[config.mk]
export PLATFORM = sky130hd
export DESIGN_NAME = pli_cell
export DESIGN_NICKNAME = d
export VERILOG_FILES = /design/src/hw/rtl/pli_pkg.sv /design/src/hw/rtl/pli_cell.sv
export SDC_FILE = /design/constraint.sdc
export NUM_CORES = 1
export LEC_CHECK = 0
export BUFFER_PORTS_ARGS = -buffer_cell sky130_fd_sc_hd__clkbuf_2
export CAP_MARGIN = 0
export CORE_MARGIN = 5
export CORE_UTILIZATION = 30
export CTS_CLUSTER_SIZE = 28
export DETAILED_ROUTE_END_ITERATION = 10
export GPL_ROUTABILITY_DRIVEN = 1
export GPL_TIMING_DRIVEN = 0
export HOLD_SLACK_MARGIN = 0.06
export PLACE_DENSITY = 0.74
export RECOVER_POWER = 25
export SLEW_MARGIN = 40
export SYNTH_ARGS = -nofsm -noshare
export SYNTH_HDL_FRONTEND = slang
export SYNTH_SLANG_ARGS = --single-unit
[constraint.sdc]
create_clock -name clk -period 9.5 [get_ports clk]
set_input_delay 1.9 -clock clk [delete_from_list [all_inputs] [get_ports clk]]
set_output_delay 1.9 -clock clk [all_outputs]
set_load 0.02 [all_outputs]
[src/hw/rtl/pli_pkg.sv]
// ----------------------------------------------------------------------------
// pli_pkg: shared types and constants for the positional list core
// Sizes of the slot row, field widths, operation codes and the control
// bundle that is broadcast from the sequencer to every slot cell.
// ----------------------------------------------------------------------------
package pli_pkg;

	// Number of slots in the row of cells.
	localparam int CAPACITY = 64;

	// Fixed field widths of the request and response beats.
	localparam int DATA_W = 32;
	localparam int POS_W  = 7;
	localparam int LEN_W  = 7;
	localparam int OP_W   = 2;

	// Slot index and internal element count widths follow the capacity.
	localparam int IDX_W  = $clog2(CAPACITY);
	localparam int CNT_W  = $clog2(CAPACITY + 1);

	// Width wide enough to compare a position against the count plus one.
	localparam int CMP_W  = ((POS_W > CNT_W) ? POS_W : CNT_W) + 1;

	// Read reduction: slots are ORed in groups, with one registered level after the groups.
	localparam int GRP_SIZE = 8;
	localparam int GRP_CNT  = (CAPACITY + GRP_SIZE - 1) / GRP_SIZE;

	// Operation codes.
	localparam logic [OP_W-1:0] OP_GET    = 2'd0;
	localparam logic [OP_W-1:0] OP_INSERT = 2'd1;
	localparam logic [OP_W-1:0] OP_DELETE = 2'd2;

	// Status codes.
	localparam logic STATUS_OK  = 1'b0;
	localparam logic STATUS_ERR = 1'b1;

	// Control bundle seen by every slot cell.
	typedef struct packed {
		logic              go;      // apply the shift or write this cycle
		logic              ins;     // insert: open a gap at idx
		logic              del;     // delete: close the gap at idx
		logic [IDX_W-1:0]  idx;     // zero-based target slot
		logic [DATA_W-1:0] value;   // word placed by an insert
	} cell_ctl_t;

endpackage

[src/hw/rtl/pli_cell.sv]
// ----------------------------------------------------------------------------
// pli_cell: one slot of the list
// Holds one word, offered when addressed; on an insert a cell above the target
// takes the left neighbour's word, on a delete one at or above it the right's.
// ----------------------------------------------------------------------------
module pli_cell import pli_pkg::*; (
	input  logic              clk,
	input  cell_ctl_t         ctl,
	input  logic [IDX_W-1:0]  slot,
	input  logic [DATA_W-1:0] left_data,
	input  logic [DATA_W-1:0] right_data,
	output logic [DATA_W-1:0] data,
	output logic [DATA_W-1:0] tap
);

	logic [DATA_W-1:0] word_q;
	logic              hit;
	logic              above;

	assign hit   = (slot == ctl.idx);
	assign above = (slot > ctl.idx);

	always_ff @(posedge clk) begin
		if (ctl.go) begin
			if (ctl.ins) begin
				if (hit) begin
					word_q <= ctl.value;
				end else if (above) begin
					word_q <= left_data;
				end
			end else if (ctl.del) begin
				if (hit || above) begin
					word_q <= right_data;
				end
			end
		end
	end

	assign data = word_q;
	assign tap  = hit ? word_q : '0;

endmodule

==> results_dict.tcl <==
set metrics [dict create \
    clock_tree.htree_level_count 2 \
    cpPeakStageDelay_ns 0.38 \
    clkTransAtPathRegs_ns 0.06 \
    coreArea_sq_um 7292 \
    grt_setup_unrepaired "no" \
    dr.first_iter.drc_count 81 \
    grt_pass1_wl_mm 12.65 \
    p_clk_frac 0.249 \
    layout_common_cells "146 x sky130_fd_sc_hd__clkbuf_2, 44 x sky130_fd_sc_hd__clkbuf_1, 33 x sky130_fd_sc_hd__nand4_1" \
    worst-endpoint-required_ns 7.60 \
    slowest_stage "sky130_fd_sc_hd__nor2_2" \
    worst_path_dominant_cell_family "simple AND/OR/NAND/NOR gates" \
    max-vdd-ir-drop_mv 0.04610 \
    static-leakage-power_nw 1.466 \
    dieArea_sq_um 9349 \
    internal-power_w 0.0002710 \
    finalHoldViolCount 0 \
    synth_cell_type_count 24 \
    track_usage 0.1651 \
    synthToLayoutAreaGrowth_pct 48.06 \
    io_buffers 174 \
    criticalPathCategory "input pin to output port" \
    finalCritPeriodShare 0.5789 \
    hold-path-endpoint "data[3]" \
    synth-seq-cells 32 \
    post-cts-setup-buffers 0 \
    tritoncts "built" \
    postSynthNetCount 362 \
    run_status "complete, no violations" \
    maximum_fanout_along_the_worst_path 10 \
    hp-class "input pin to flop" \
    min_delay_src "right_data[3]" \
    placer_congestion 0.8085 \
    dr.pass1.iters 4 \
    first_global_vias 2505 \
    floorplan.initialDensity 0.3092 \
    detail_route.wl_per_cell_um 15.40 \
    critical-path-top-cell-by-count "sky130_fd_sc_hd__clkbuf_2" \
    n_antenna_cell 0 \
    die-height_um 96.69 \
    timing.hold.worst_path_depth 3 \
    synth.cell_area_sq_um 2255 \
    slew_headroom 0.6982 \
    share_seq_of_total_power 0.453 \
    maxCapViolCount 0 \
    tightestPinTransition_ns 0.4527 \
    power.density_cell_area_nw_per_um2 118.5 \
    syn-mean-instance-area_sq_um 9.240 \
    route.vias.total 2571 \
    switching_share 0.3151 \
    power.switching_w 0.0001247 \
    numCtsBuffers 5 \
    dieWidth_um 96.69 \
    cts-resized-gates 0 \
    drc 0 \
    cp_cell_instances "clkbuf_2 -> inv_1 -> ha_1 -> nand4_1 -> nor2_2 -> clkbuf_2 -> and2_1 -> clkbuf_2" \
    post-dp-hpwl_mm 6.776 \
    detail_route.vias_per_cell 4.879 \
    synth-warning-count 0 \
    timing_max_transition_violations_final 0 \
    ant_nets 0 \
    cts_max_path_buffers 2 \
    std_cell_rows 31 \
    layout.cells.most_common "sky130_fd_sc_hd__clkbuf_2" \
    cp_data_arrival_time_ns 3.60 \
    tns_ns 0 \
    period_needed_ns 5.500 \
    pin_count 176 \
    clock_sink_count 32 \
    worst_setup_path_end_kind "output port" \
    logic_pwr_share 0.298 \
    cts-hold-fix-buffers 0 \
    drive_above_1_share 0.3949 \
    max_reg_flops 32 \
    antenna_found_initial 0 \
    finish.utilization 0.4578 \
    grt_max_degree 16 \
    cts-root-buf "sky130_fd_sc_hd__clkbuf_8" \
    max_clock_freq_mhz 181.8 \
    worstPathBufferInverterCount 4 \
    finalNetCount 545 \
    netlist_instances 244 \
    seq_area_frac_synth 0.4262 \
    grt-ovfl-total 0 \
    setup_viol 0 \
    route.final.wire_length_mm 8.118 \
    cp-start-kind "input pin" \
]
[how the worst max path moves through the flow]
| stage | slack, ns | start | cells after the start | to |
|---|---|---|---|---|
| after floorplan | 4.58 | ctl[37] | 6 | tap[10] |
| after global placement | 3.61 | ctl[37] | 7 | data[1] |
| after detailed placement | 3.96 | ctl[37] | 8 | tap[20] |
| after CTS | 3.96 | ctl[37] | 8 | tap[20] |
| after global routing | 3.76 | ctl[37] | 8 | tap[12] |
| final | 4.00 | ctl[37] | 8 | tap[20] |
[worst min-delay path: cells and delay by family]
family | cells | cell delay, ns
buf+inv | 1 | 0.08
simple gates | 1 | 0.03
compound gates | 1 | 0.12
[power by group through the flow]
stage	Clock, W	Sequential [W]	Combinational (W)
after floorplan	0	0.000199	0.0000515
after global placement	0	0.000183	0.000117
after detailed placement	0	0.000183	0.000122
after CTS	0.000102	0.000179	0.000122
after global routing	0.000109	0.000181	0.000129
final	0.0000984	0.000179	0.000118
[per-layer routing]
layer,global-route usage,vias to the layer above,share of wire
met1,0.1978,1154,0.41
li1,-,1278,-
met2,0.2941,127,0.51
met4,0.04860,0,0.015
met3,0.03669,12,0.073
met5,0,-,0
[metrics by stage]
stage	power, W	std cells	setup WS, ns	hold WS, ns	instance area [sq um]
CTS	0.0004033	527	3.959	1.957	3378
detailed placement	0.0003043	519	3.963	2.246	3298
global route	0.0004182	527	3.761	1.965	3338
finish	0.0003957	527	4.000	1.965	3338
global placement	0.0002993	517	3.613	2.244	3249
floorplan	0.0002502	244	4.576	2.149	2255
[Yosys cell counts (all sizes together)]
| cell | count | area share |
|---|---|---|
| nand2 | 1 | 0.0050 |
| a21oi | 1 | 0.0022 |
| buf | 11 | 0.060 |
| a41oi | 1 | 0.0039 |
| and2 | 32 | 0.089 |
| inv | 6 | 0.010 |
| and4 | 1 | 0.0039 |
| edfxtp | 32 | 0.43 |
| nor2b | 1 | 0.0028 |
| ha | 6 | 0.033 |
| a31oi | 32 | 0.089 |
| a21o | 1 | 0.0033 |
| nor2 | 33 | 0.056 |
| clkbuf | 17 | 0.044 |
| nand3 | 2 | 0.0044 |
| o21ai | 34 | 0.075 |
| nand4 | 33 | 0.092 |
[cells by family after synthesis]
| family | after synthesis | synth area share |
|---|---|---|
| fa+ha+maj | 6 | 0.03330 |
| simple gates | 103 | 0.2525 |
| compound gates | 69 | 0.1737 |
| buf+inv | 34 | 0.1143 |
| flops | 32 | 0.4262 |
[final cells by class]
class	instances	area, sq um
multi-input combinational	178	1055
clock inverter	1	3.754
timing repair buffer	176	860.8
tap	99	123.9
clock buffer	7	76.32
buffer	28	235.2
fill	769	3954
sequential	32	960.9
inverter	6	22.52
Note: power is estimated with default switching activity, not from simulation.
